--- config.mk ---
export PLATFORM = sky130hd
export DESIGN_NAME = hashed_block_buffer_cache
export DESIGN_NICKNAME = d
export VERILOG_FILES = /design/src/hdl/hbc_pkg.sv /design/src/hdl/hbc_hash.sv /design/src/hdl/hbc_tag_ram.sv /design/src/hdl/hashed_block_buffer_cache.sv
export SDC_FILE = /design/constraint.sdc
export NUM_CORES = 2
export LEC_CHECK = 0
export BUFFER_PORTS_ARGS = -buffer_cell sky130_fd_sc_hd__buf_2
export CORE_UTILIZATION = 47
export DETAILED_ROUTE_END_ITERATION = 10
export GPL_TIMING_DRIVEN = 0
export HOLD_SLACK_MARGIN = 0.05
export PLACE_DENSITY_LB_ADDON = 0.12
export SLEW_MARGIN = 20
export SYNTH_ARGS = -nofsm -noshare
export SYNTH_HDL_FRONTEND = slang
export SYNTH_SLANG_ARGS = --single-unit
--- constraint.sdc ---
create_clock -name aclk -period 7 [get_ports aclk]
set_input_delay 0 -clock aclk [delete_from_list [all_inputs] [get_ports aclk]]
set_output_delay 0 -clock aclk [all_outputs]
set_load 0.01 [all_outputs]
--- src/hdl/hbc_pkg.sv ---
// ----------------------------------------------------------------------------
// hbc_pkg
// Types, constants and the bucket reducer shared by the buffer cache modules.
// ----------------------------------------------------------------------------
package hbc_pkg;

    localparam int NUM_SLOTS   = 32;
    localparam int NUM_BUCKETS = 13;
    localparam int SLOT_W      = $clog2(NUM_SLOTS);
    localparam int COUNT_W     = $clog2(NUM_SLOTS + 1);
    localparam int BUCKET_W    = $clog2(NUM_BUCKETS);
    localparam int DEV_W       = 8;
    localparam int BLK_W       = 32;
    localparam int REFS_W      = 8;
    localparam int DIGIT_W     = 4;
    localparam int NUM_DIGITS  = BLK_W / DIGIT_W;
    localparam int STEP_W      = $clog2(NUM_DIGITS + 1);
    localparam int RED_W       = BUCKET_W + DIGIT_W;

    localparam logic [REFS_W-1:0] REFS_MAX = '1;

    typedef enum logic [1:0] {
        OP_READ    = 2'd0,
        OP_RELEASE = 2'd1,
        OP_PIN     = 2'd2,
        OP_UNPIN   = 2'd3
    } op_t;

    typedef enum logic [1:0] {
        ST_OK         = 2'd0,
        ST_NO_FREE    = 2'd1,
        ST_NOT_IN_USE = 2'd2,
        ST_COUNT      = 2'd3
    } status_t;

    typedef struct packed {
        op_t                op;
        logic [DEV_W-1:0]   dev;
        logic [BLK_W-1:0]   block_number;
        logic [SLOT_W-1:0]  buffer_index;
    } in_t;

    typedef struct packed {
        logic [SLOT_W-1:0]  slot;
        logic               hit;
        logic               need_disk_read;
        logic [REFS_W-1:0]  ref_count;
        status_t            status;
    } out_t;

    typedef struct packed {
        logic [DEV_W-1:0]   dev;
        logic [BLK_W-1:0]   block_number;
    } tag_t;

    typedef struct packed {
        logic                done;
        logic [BUCKET_W-1:0] bucket;
    } hash_res_t;

    // Reduce a value below NUM_BUCKETS*32 modulo NUM_BUCKETS by restoring steps.
    function automatic logic [BUCKET_W-1:0] bucket_reduce(input logic [RED_W-1:0] v);
        logic [RED_W-1:0] x;
        x = v;
        if (x >= RED_W'(NUM_BUCKETS * 16)) x = x - RED_W'(NUM_BUCKETS * 16);
        if (x >= RED_W'(NUM_BUCKETS * 8))  x = x - RED_W'(NUM_BUCKETS * 8);
        if (x >= RED_W'(NUM_BUCKETS * 4))  x = x - RED_W'(NUM_BUCKETS * 4);
        if (x >= RED_W'(NUM_BUCKETS * 2))  x = x - RED_W'(NUM_BUCKETS * 2);
        if (x >= RED_W'(NUM_BUCKETS))      x = x - RED_W'(NUM_BUCKETS);
        return x[BUCKET_W-1:0];
    endfunction

endpackage

--- src/hdl/hbc_hash.sv ---
// ----------------------------------------------------------------------------
// hbc_hash
// Iterative bucket hash: (3 * block) mod NUM_BUCKETS, one digit per cycle.
// ----------------------------------------------------------------------------
module hbc_hash (
    input  logic                      aclk,
    input  logic                      aresetn,
    input  logic                      start,
    input  logic [hbc_pkg::BLK_W-1:0] blk,
    output hbc_pkg::hash_res_t        res
);
    import hbc_pkg::*;

    logic [BLK_W-1:0]    blk_reg,  blk_next;
    logic [STEP_W-1:0]   step_reg, step_next;
    logic                busy_reg, busy_next;
    logic                done_reg, done_next;
    logic [BUCKET_W-1:0] rem_reg,  rem_next;
    logic [RED_W-1:0]    operand;
    logic [BUCKET_W+1:0] rem_x3;

    assign rem_x3 = {2'b00, rem_reg} + {1'b0, rem_reg, 1'b0};

    // Digits most significant first; the last step folds in the multiplier.
    always_comb begin
        if (step_reg == STEP_W'(NUM_DIGITS)) begin
            operand = RED_W'(rem_x3);
        end else begin
            operand = {rem_reg, blk_reg[BLK_W-1 -: DIGIT_W]};
        end
    end

    always_comb begin
        blk_next  = blk_reg;
        step_next = step_reg;
        busy_next = busy_reg;
        rem_next  = rem_reg;
        done_next = 1'b0;
        if (start) begin
            blk_next  = blk;
            step_next = '0;
            rem_next  = '0;
            busy_next = 1'b1;
        end else if (busy_reg) begin
            rem_next  = bucket_reduce(operand);
            blk_next  = blk_reg << DIGIT_W;
            step_next = step_reg + 1'b1;
            if (step_reg == STEP_W'(NUM_DIGITS)) begin
                busy_next = 1'b0;
                done_next = 1'b1;
            end
        end
    end

    always_ff @(posedge aclk) begin
        if (!aresetn) begin
            busy_reg <= 1'b0;
            done_reg <= 1'b0;
            step_reg <= '0;
        end else begin
            busy_reg <= busy_next;
            done_reg <= done_next;
            step_reg <= step_next;
        end
    end

    always_ff @(posedge aclk) begin
        blk_reg <= blk_next;
        rem_reg <= rem_next;
    end

    assign res.done   = done_reg;
    assign res.bucket = rem_reg;

endmodule

--- src/hdl/hbc_tag_ram.sv ---
// ----------------------------------------------------------------------------
// hbc_tag_ram
// Slot tag store (device, block number): one write port, registered read.
// ----------------------------------------------------------------------------
module hbc_tag_ram (
    input  logic                       aclk,
    input  logic                       we,
    input  logic [hbc_pkg::SLOT_W-1:0] waddr,
    input  hbc_pkg::tag_t              wdata,
    input  logic [hbc_pkg::SLOT_W-1:0] raddr,
    output hbc_pkg::tag_t              rdata
);
    import hbc_pkg::*;

    tag_t mem [NUM_SLOTS];
    tag_t rdata_reg;

    always_ff @(posedge aclk) begin
        if (we) begin
            mem[waddr] <= wdata;
        end
        rdata_reg <= mem[raddr];
    end

    assign rdata = rdata_reg;

endmodule

--- src/hdl/hashed_block_buffer_cache.sv ---
// ----------------------------------------------------------------------------
// hashed_block_buffer_cache
// Buffer slot cache with tag lookup by hash bucket, reference counts and a
// LIFO free list.
// ----------------------------------------------------------------------------
//  channel   ports                        payload  direction
//  request   s_valid s_ready s_payload    in_t     in
//  result    m_valid m_ready m_payload    out_t    out
//
//  Release, pin and unpin go from accept through S_MODIFY to S_RESP.
//  A read waits in S_HASH while the hash unit takes the block number one
//  4-bit digit per cycle and folds in the multiplier (9 steps); then each
//  in-use slot sharing its bucket costs one tag RAM read and one compare.
//  One item at a time: s_ready is high only while idle. A result waiting on
//  m_ready does not block acceptance; the next result waits for it.
//  Reset empties the table and fills the free list at once; no clearing pass.
// ----------------------------------------------------------------------------
module hashed_block_buffer_cache (
    input  logic          aclk,
    input  logic          aresetn,
    input  logic          s_valid,
    output logic          s_ready,
    input  hbc_pkg::in_t  s_payload,
    output logic          m_valid,
    input  logic          m_ready,
    output hbc_pkg::out_t m_payload
);
    import hbc_pkg::*;

    typedef enum logic [5:0] {
        S_IDLE   = 6'b000001,
        S_HASH   = 6'b000010,
        S_SCAN   = 6'b000100,
        S_CMP    = 6'b001000,
        S_MODIFY = 6'b010000,
        S_RESP   = 6'b100000
    } state_t;

    state_t              state_reg, state_next;
    in_t                 req_reg, req_next;
    logic [NUM_SLOTS-1:0] cand_reg, cand_next;
    logic [SLOT_W-1:0]   cur_reg, cur_next;
    logic [BUCKET_W-1:0] bucket_reg, bucket_next;
    out_t                res_reg, res_next;
    out_t                m_payload_reg, m_payload_next;
    logic                m_valid_reg, m_valid_next;
    logic [NUM_SLOTS-1:0] in_use_reg, in_use_next;
    logic [REFS_W-1:0]   refs_reg [NUM_SLOTS];
    logic [REFS_W-1:0]   refs_next [NUM_SLOTS];
    logic [SLOT_W-1:0]   free_stack_reg [NUM_SLOTS];
    logic [SLOT_W-1:0]   free_stack_next [NUM_SLOTS];
    logic [COUNT_W-1:0]  free_count_reg, free_count_next;
    logic [BUCKET_W-1:0] slot_bucket_reg [NUM_SLOTS];

    logic                hash_start;
    hash_res_t           hash_res;
    logic                tag_we;
    logic [SLOT_W-1:0]   tag_raddr;
    tag_t                tag_wdata;
    tag_t                tag_rdata;
    logic                out_load;

    logic [COUNT_W-1:0]  top_sum;
    logic [SLOT_W-1:0]   pop_slot;
    logic [SLOT_W-1:0]   first_idx;
    logic                tag_match;
    logic [REFS_W-1:0]   hit_refs;
    logic [REFS_W-1:0]   op_refs;
    logic [NUM_SLOTS-1:0] bucket_hits;

    hbc_hash u_hash (
        .aclk    (aclk),
        .aresetn (aresetn),
        .start   (hash_start),
        .blk     (s_payload.block_number),
        .res     (hash_res)
    );

    hbc_tag_ram u_tag_ram (
        .aclk  (aclk),
        .we    (tag_we),
        .waddr (pop_slot),
        .wdata (tag_wdata),
        .raddr (tag_raddr),
        .rdata (tag_rdata)
    );

    assign top_sum   = free_count_reg - 1'b1;
    assign pop_slot  = free_stack_reg[top_sum[SLOT_W-1:0]];
    assign hit_refs  = refs_reg[cur_reg];
    assign op_refs   = refs_reg[req_reg.buffer_index];
    assign tag_match = (tag_rdata.dev == req_reg.dev) &&
                       (tag_rdata.block_number == req_reg.block_number);
    assign tag_wdata.dev          = req_reg.dev;
    assign tag_wdata.block_number = req_reg.block_number;

    // Lowest candidate slot first.
    always_comb begin
        first_idx = '0;
        for (int k = NUM_SLOTS - 1; k >= 0; k--) begin
            if (cand_reg[k]) first_idx = SLOT_W'(k);
        end
    end

    always_comb begin
        for (int k = 0; k < NUM_SLOTS; k++) begin
            bucket_hits[k] = in_use_reg[k] && (slot_bucket_reg[k] == hash_res.bucket);
        end
    end

    always_comb begin
        state_next      = state_reg;
        req_next        = req_reg;
        cand_next       = cand_reg;
        cur_next        = cur_reg;
        bucket_next     = bucket_reg;
        res_next        = res_reg;
        m_payload_next  = m_payload_reg;
        m_valid_next    = m_valid_reg;
        in_use_next     = in_use_reg;
        refs_next       = refs_reg;
        free_stack_next = free_stack_reg;
        free_count_next = free_count_reg;
        hash_start      = 1'b0;
        tag_we          = 1'b0;
        tag_raddr       = cur_reg;
        out_load        = 1'b0;

        if (m_valid_reg && m_ready) m_valid_next = 1'b0;

        unique case (state_reg)
            S_IDLE: begin
                if (s_valid) begin
                    req_next = s_payload;
                    if (s_payload.op == OP_READ) begin
                        hash_start = 1'b1;
                        state_next = S_HASH;
                    end else begin
                        state_next = S_MODIFY;
                    end
                end
            end
            S_HASH: begin
                if (hash_res.done) begin
                    bucket_next = hash_res.bucket;
                    cand_next   = bucket_hits;
                    state_next  = S_SCAN;
                end
            end
            S_SCAN: begin
                res_next.hit = 1'b0;
                if (cand_reg == '0) begin
                    // Miss: take the slot on top of the free list.
                    if (free_count_reg == '0) begin
                        res_next.slot           = '0;
                        res_next.need_disk_read = 1'b0;
                        res_next.ref_count      = '0;
                        res_next.status         = ST_NO_FREE;
                    end else begin
                        free_count_next       = top_sum;
                        in_use_next[pop_slot] = 1'b1;
                        refs_next[pop_slot]   = REFS_W'(1);
                        tag_we                = 1'b1;
                        res_next.slot           = pop_slot;
                        res_next.need_disk_read = 1'b1;
                        res_next.ref_count      = REFS_W'(1);
                        res_next.status         = ST_OK;
                    end
                    state_next = S_RESP;
                end else begin
                    tag_raddr            = first_idx;
                    cur_next             = first_idx;
                    cand_next[first_idx] = 1'b0;
                    state_next           = S_CMP;
                end
            end
            S_CMP: begin
                if (tag_match) begin
                    res_next.slot           = cur_reg;
                    res_next.hit            = 1'b1;
                    res_next.need_disk_read = 1'b0;
                    if (hit_refs == REFS_MAX) begin
                        res_next.ref_count = hit_refs;
                        res_next.status    = ST_COUNT;
                    end else begin
                        refs_next[cur_reg] = hit_refs + 1'b1;
                        res_next.ref_count = hit_refs + 1'b1;
                        res_next.status    = ST_OK;
                    end
                    state_next = S_RESP;
                end else begin
                    state_next = S_SCAN;
                end
            end
            S_MODIFY: begin
                res_next.slot           = req_reg.buffer_index;
                res_next.hit            = 1'b0;
                res_next.need_disk_read = 1'b0;
                res_next.ref_count      = op_refs;
                res_next.status         = ST_OK;
                if (!in_use_reg[req_reg.buffer_index]) begin
                    res_next.status = ST_NOT_IN_USE;
                end else if (req_reg.op == OP_PIN) begin
                    if (op_refs == REFS_MAX) begin
                        res_next.status = ST_COUNT;
                    end else begin
                        refs_next[req_reg.buffer_index] = op_refs + 1'b1;
                        res_next.ref_count              = op_refs + 1'b1;
                    end
                end else if (op_refs == '0) begin
                    res_next.status = ST_COUNT;
                end else begin
                    refs_next[req_reg.buffer_index] = op_refs - 1'b1;
                    res_next.ref_count              = op_refs - 1'b1;
                    // Release to zero: drop the slot and push it on the free list.
                    if (req_reg.op == OP_RELEASE && op_refs == REFS_W'(1)) begin
                        in_use_next[req_reg.buffer_index] = 1'b0;
                        if (free_count_reg < COUNT_W'(NUM_SLOTS)) begin
                            free_stack_next[free_count_reg[SLOT_W-1:0]] =
                                req_reg.buffer_index;
                            free_count_next = free_count_reg + 1'b1;
                        end
                    end
                end
                state_next = S_RESP;
            end
            S_RESP: begin
                if (!m_valid_reg || m_ready) begin
                    m_payload_next = res_reg;
                    m_valid_next   = 1'b1;
                    out_load       = 1'b1;
                    state_next     = S_IDLE;
                end
            end
            default: begin
                state_next = S_IDLE;
            end
        endcase
    end

    always_ff @(posedge aclk) begin
        if (!aresetn) begin
            state_reg      <= S_IDLE;
            m_valid_reg    <= 1'b0;
            in_use_reg     <= '0;
            free_count_reg <= COUNT_W'(NUM_SLOTS);
            for (int k = 0; k < NUM_SLOTS; k++) begin
                refs_reg[k]       <= '0;
                free_stack_reg[k] <= SLOT_W'(k);
            end
        end else begin
            state_reg      <= state_next;
            m_valid_reg    <= m_valid_next;
            in_use_reg     <= in_use_next;
            free_count_reg <= free_count_next;
            refs_reg       <= refs_next;
            free_stack_reg <= free_stack_next;
        end
    end

    always_ff @(posedge aclk) begin
        req_reg       <= req_next;
        cand_reg      <= cand_next;
        cur_reg       <= cur_next;
        bucket_reg    <= bucket_next;
        res_reg       <= res_next;
        m_payload_reg <= m_payload_next;
        if (tag_we) begin
            slot_bucket_reg[pop_slot] <= bucket_reg;
        end
    end

    assign s_ready   = (state_reg == S_IDLE);
    assign m_valid   = m_valid_reg;
    assign m_payload = m_payload_reg;

    // Free slots and in-use slots always add up to NUM_SLOTS.
    a_slot_balance: assert property (@(posedge aclk) disable iff (!aresetn)
        (int'(free_count_reg) + $countones(in_use_reg)) == NUM_SLOTS)
        else $error("free list and in-use slots out of balance");

    // One transaction at a time: no accept right after an accept.
    a_one_at_a_time: assert property (@(posedge aclk) disable iff (!aresetn)
        (s_valid && s_ready) |=> !s_ready)
        else $error("request accepted while busy");

    // A slot handed out for a disk read is marked in use.
    a_alloc_in_use: assert property (@(posedge aclk) disable iff (!aresetn)
        (out_load && res_reg.need_disk_read) |=> in_use_reg[m_payload.slot])
        else $error("allocated slot not in use");

    // The hash unit only finishes while the sequencer waits for it.
    a_hash_sync: assert property (@(posedge aclk) disable iff (!aresetn)
        hash_res.done |-> (state_reg == S_HASH))
        else $error("hash result outside hash wait");

endmodule

==> results.json <==
{
  "cts_root_buf": "clkbuf_16",
  "synthesis.nets": 8370,
  "grtUsageTotal_pct": 37.5,
  "synth_top_family_by_area": "compound AO/OA/AOI/OAI gates",
  "grt_pass1_wl_mm": 556,
  "synth.area.mux_share_pct": 9.52,
  "ys_seq_area_share_pct": 58.5,
  "dp_hpwl_mm": 294,
  "firstDrtPassIters": 10,
  "grt_max_degree": 34,
  "cp_data_required_time_ps": 7850,
  "syn_to_final_growth_pct": 15.4,
  "synth.most_common_cell": "edfxtp_1",
  "drt_iter0_drc": 11900,
  "cpPeakStageDelay_ps": 810,
  "drv_cap": 0,
  "cts_buffers": 216,
  "cp-start-kind": "register",
  "fin_crit_sh_pct": 100,
  "clock.fmax_mhz": 143,
  "via_per_inst": 6.66,
  "synth_adder_area_share_pct": 0.329,
  "p_leak_nw": 38.8,
  "fin_skew_ps": 88.6,
  "yosys.area.top_type": "edfxtp_1",
  "initial_utilization_pct": 47.5,
  "ys_seq_elements": 2073,
  "synth_xor_area_share_pct": 1.89,
  "cp-end-kind": "register",
  "core_um2": 205000,
  "num_vias": 78000,
  "yosys.area_share.simple_pct": 12.2,
  "synth_cells": 8294,
  "clock_path_buffers": 3,
  "final.min_clock_period_ps": 7000,
  "row_count": 166,
  "avgSynthCellArea_um2": 11.8,
  "io_buffers": 68,
  "final-hold-violation-count": 0,
  "place.gp.congestion": 1.04,
  "synth_top_cell_area_share_pct": 48.0,
  "synth_cell_types": 82,
  "path_clk_slew_ps": 60,
  "tightest_slew_ps": 1370,
  "power_density_nw_per_um2": 242,
  "num-nets-final": 8910,
  "synthArstFlopShare_pct": 0,
  "fill_cells": 17400,
  "die-area_um2": 209000,
  "hold_path_depth": 2,
  "largest_reg_flops": 1280,
  "grt_pass1_vias": 72900,
  "status": "complete, no violations",
  "cp.arrival_ps": 7850,
  "fin_hold_ws_ps": 115,
  "r2r_cells": 12,
  "overflow": 0,
  "clkLatencyLatePin_ps": 940,
  "ys.flop_type": "edfxtp_1",
  "hp-class": "input port to register",
  "slew_violations": 0,
  "ir_worst_vdd_v": 0.000294,
  "setup_violations": 0,
  "htree_num_levels": 4,
  "cts_tree": "built",
  "placed_cell_area_um2": 104000,
  "die_w_um": 457,
  "antenna_found_initial": 28,
  "ios": 70,
  "final_area_um2": 112000,
  "ys_top_cells_by_count": "1557 x edfxtp_1, 1003 x nand2_1, 566 x clkbuf_1",
  "yosysWarnings": 0,
  "syn_area_um2": 97500,
  "rsz0062_at_grt": "false",
  "synth.area.top_cells": "edfxtp_1 48%, dfxtp_1 11%, mux2i_1 4.7%",
  "detail_route.wl_per_cell_um": 34.2,
  "die_height_um": 457,
  "drtAntennaViolNets": 0,
  "slew_headroom_pct": 6.01,
  "crit_slowest_cell": "nand3b_1",
  "cts_sinks": 2073,
  "path_cells": "nor4_1 -> nand3b_1 -> nor2_1 -> a21boi_0 -> clkbuf_1 -> inv_2 -> clkdlybuf4s15_1 -> clkdlybuf4s15_1 -> clkbuf_1 -> o21ai_0 -> o21ai_0 -> o221a_2",
  "path_max_fanout": 10,
  "drt-total-wl_mm": 401,
  "synth-edff-count": 1557,
  "drcViolationCount": 0,
  "critPathKind": "register to register",
  "synth_compound_area_share_pct": 14.5,
  "drive_gt1_share_pct": 12.0
}
[final timing paths]
check,to,from,slack (ps)
setup / recovery,u_tag_ram.rdata[12]$_DFF_P_,state_reg[1]$_SDFFE_PN0P_,2
hold / removal,req_reg[12]$_DFFE_PP_,s_payload[12],120
setup reg to reg,u_tag_ram.rdata[12]$_DFF_P_,state_reg[1]$_SDFFE_PN0P_,2
hold reg to reg,m_payload[1]$_DFFE_PP_,res_reg[1]$_SDFFCE_PP0P_,370
[per-stage QoR]
| stage | setup TNS [ps] | power [mW] | cells | util [%] | setup WS, ps |
|---|---|---|---|---|---|
| 6_report | 0 | 27.2 | 11700 | 54.8 | 1.75 |
| 4_1_cts | -480 | 27.1 | 11700 | 54.6 | -185 |
| 5_1_grt | 0 | 27.8 | 11700 | 54.8 | 35.7 |
| 2_1_floorplan | 0 | 15.1 | 8294 | - | 14.6 |
| 3_3_place_gp | -8436450 | 15.9 | 11100 | 49.3 | -6240 |
| 3_5_place_dp | -2716240 | 16.0 | 11200 | 50.7 | -2160 |
[cells by family after synthesis]
family | after synthesis
adders and majority gates | 25
and+or+nand+nor | 2513
buffers and inverters | 746
AOI/OAI and AO/OA | 2051
muxes | 677
xor gates and xnor gates | 209
DFF | 2073
[report_power, final]
part,internal (mW),total [mW],switching [mW]
Clock,6.11,11.3,5.15
Sequential,13.3,13.4,0.128
Combinational,0.816,2.50,1.68
Total,20.2,27.2,6.96
[placed cells by master (no fill, tap or decap), types with 53 or more instances in the layout]
master,synthesis,layout
a21boi_0,111,111
a21oi_1,284,284
a221o_1,55,55
a221oi_1,61,61
a22oi_1,173,173
a31oi_1,144,143
a32o_1,65,65
and3_1,106,106
and4_1,58,58
buf_12,0,53
buf_2,71,141
clkbuf_1,566,595
clkbuf_16,0,217
dfxtp_1,516,515
dlygate4sd3_1,0,96
edfxtp_1,1557,1557
mux2i_1,460,454
mux4_2,198,198
nand2_1,1003,1003
nand3_1,358,358
nand4_1,67,67
nor2_1,443,406
nor2b_1,150,149
nor3_1,92,90
o21ai_0,393,390
o221ai_1,62,62
o22ai_1,302,302
xnor2_1,83,78
xor2_1,125,124
[layout make-up]
class / count / area, um^2 / area share, %
well taps: 2688 / 3360 / 2.99
clock buffers: 299 / 5870 / 5.22
diodes: 16 / 40.0 / 0.0356
multi-input cells: 5475 / 37900 / 33.7
inverters: 31 / 119 / 0.106
clock inverters: 99 / 931 / 0.828
repair buffers: 324 / 4230 / 3.76
plain buffers: 713 / 2940 / 2.62
flip-flops and latches: 2073 / 57100 / 50.7
[critical path: cells and delay by family, from the launching register on]
family	cells	cell delay, ps
compound gates	4	1510
buf+inv	5	2660
flops	1	610
simple gates	3	2090
[timing repair]
item,CTS,global route
endpoints found under the setup margin,1839,566
pin swaps,4,5
setup buffers,6,5
gates resized for setup,26,31
endpoints found under the hold margin,123,0
hold buffers,96,0
[metal layers]
metal	track usage (%)	wire length [um]	vias up
met5	0	180	-
met4	22.5	28200	26
met3	8.51	42400	1121
met2	57.3	178000	4871
met1	48.6	152000	39000
li1	-	-	33100
(Power assumes the default switching activity.)
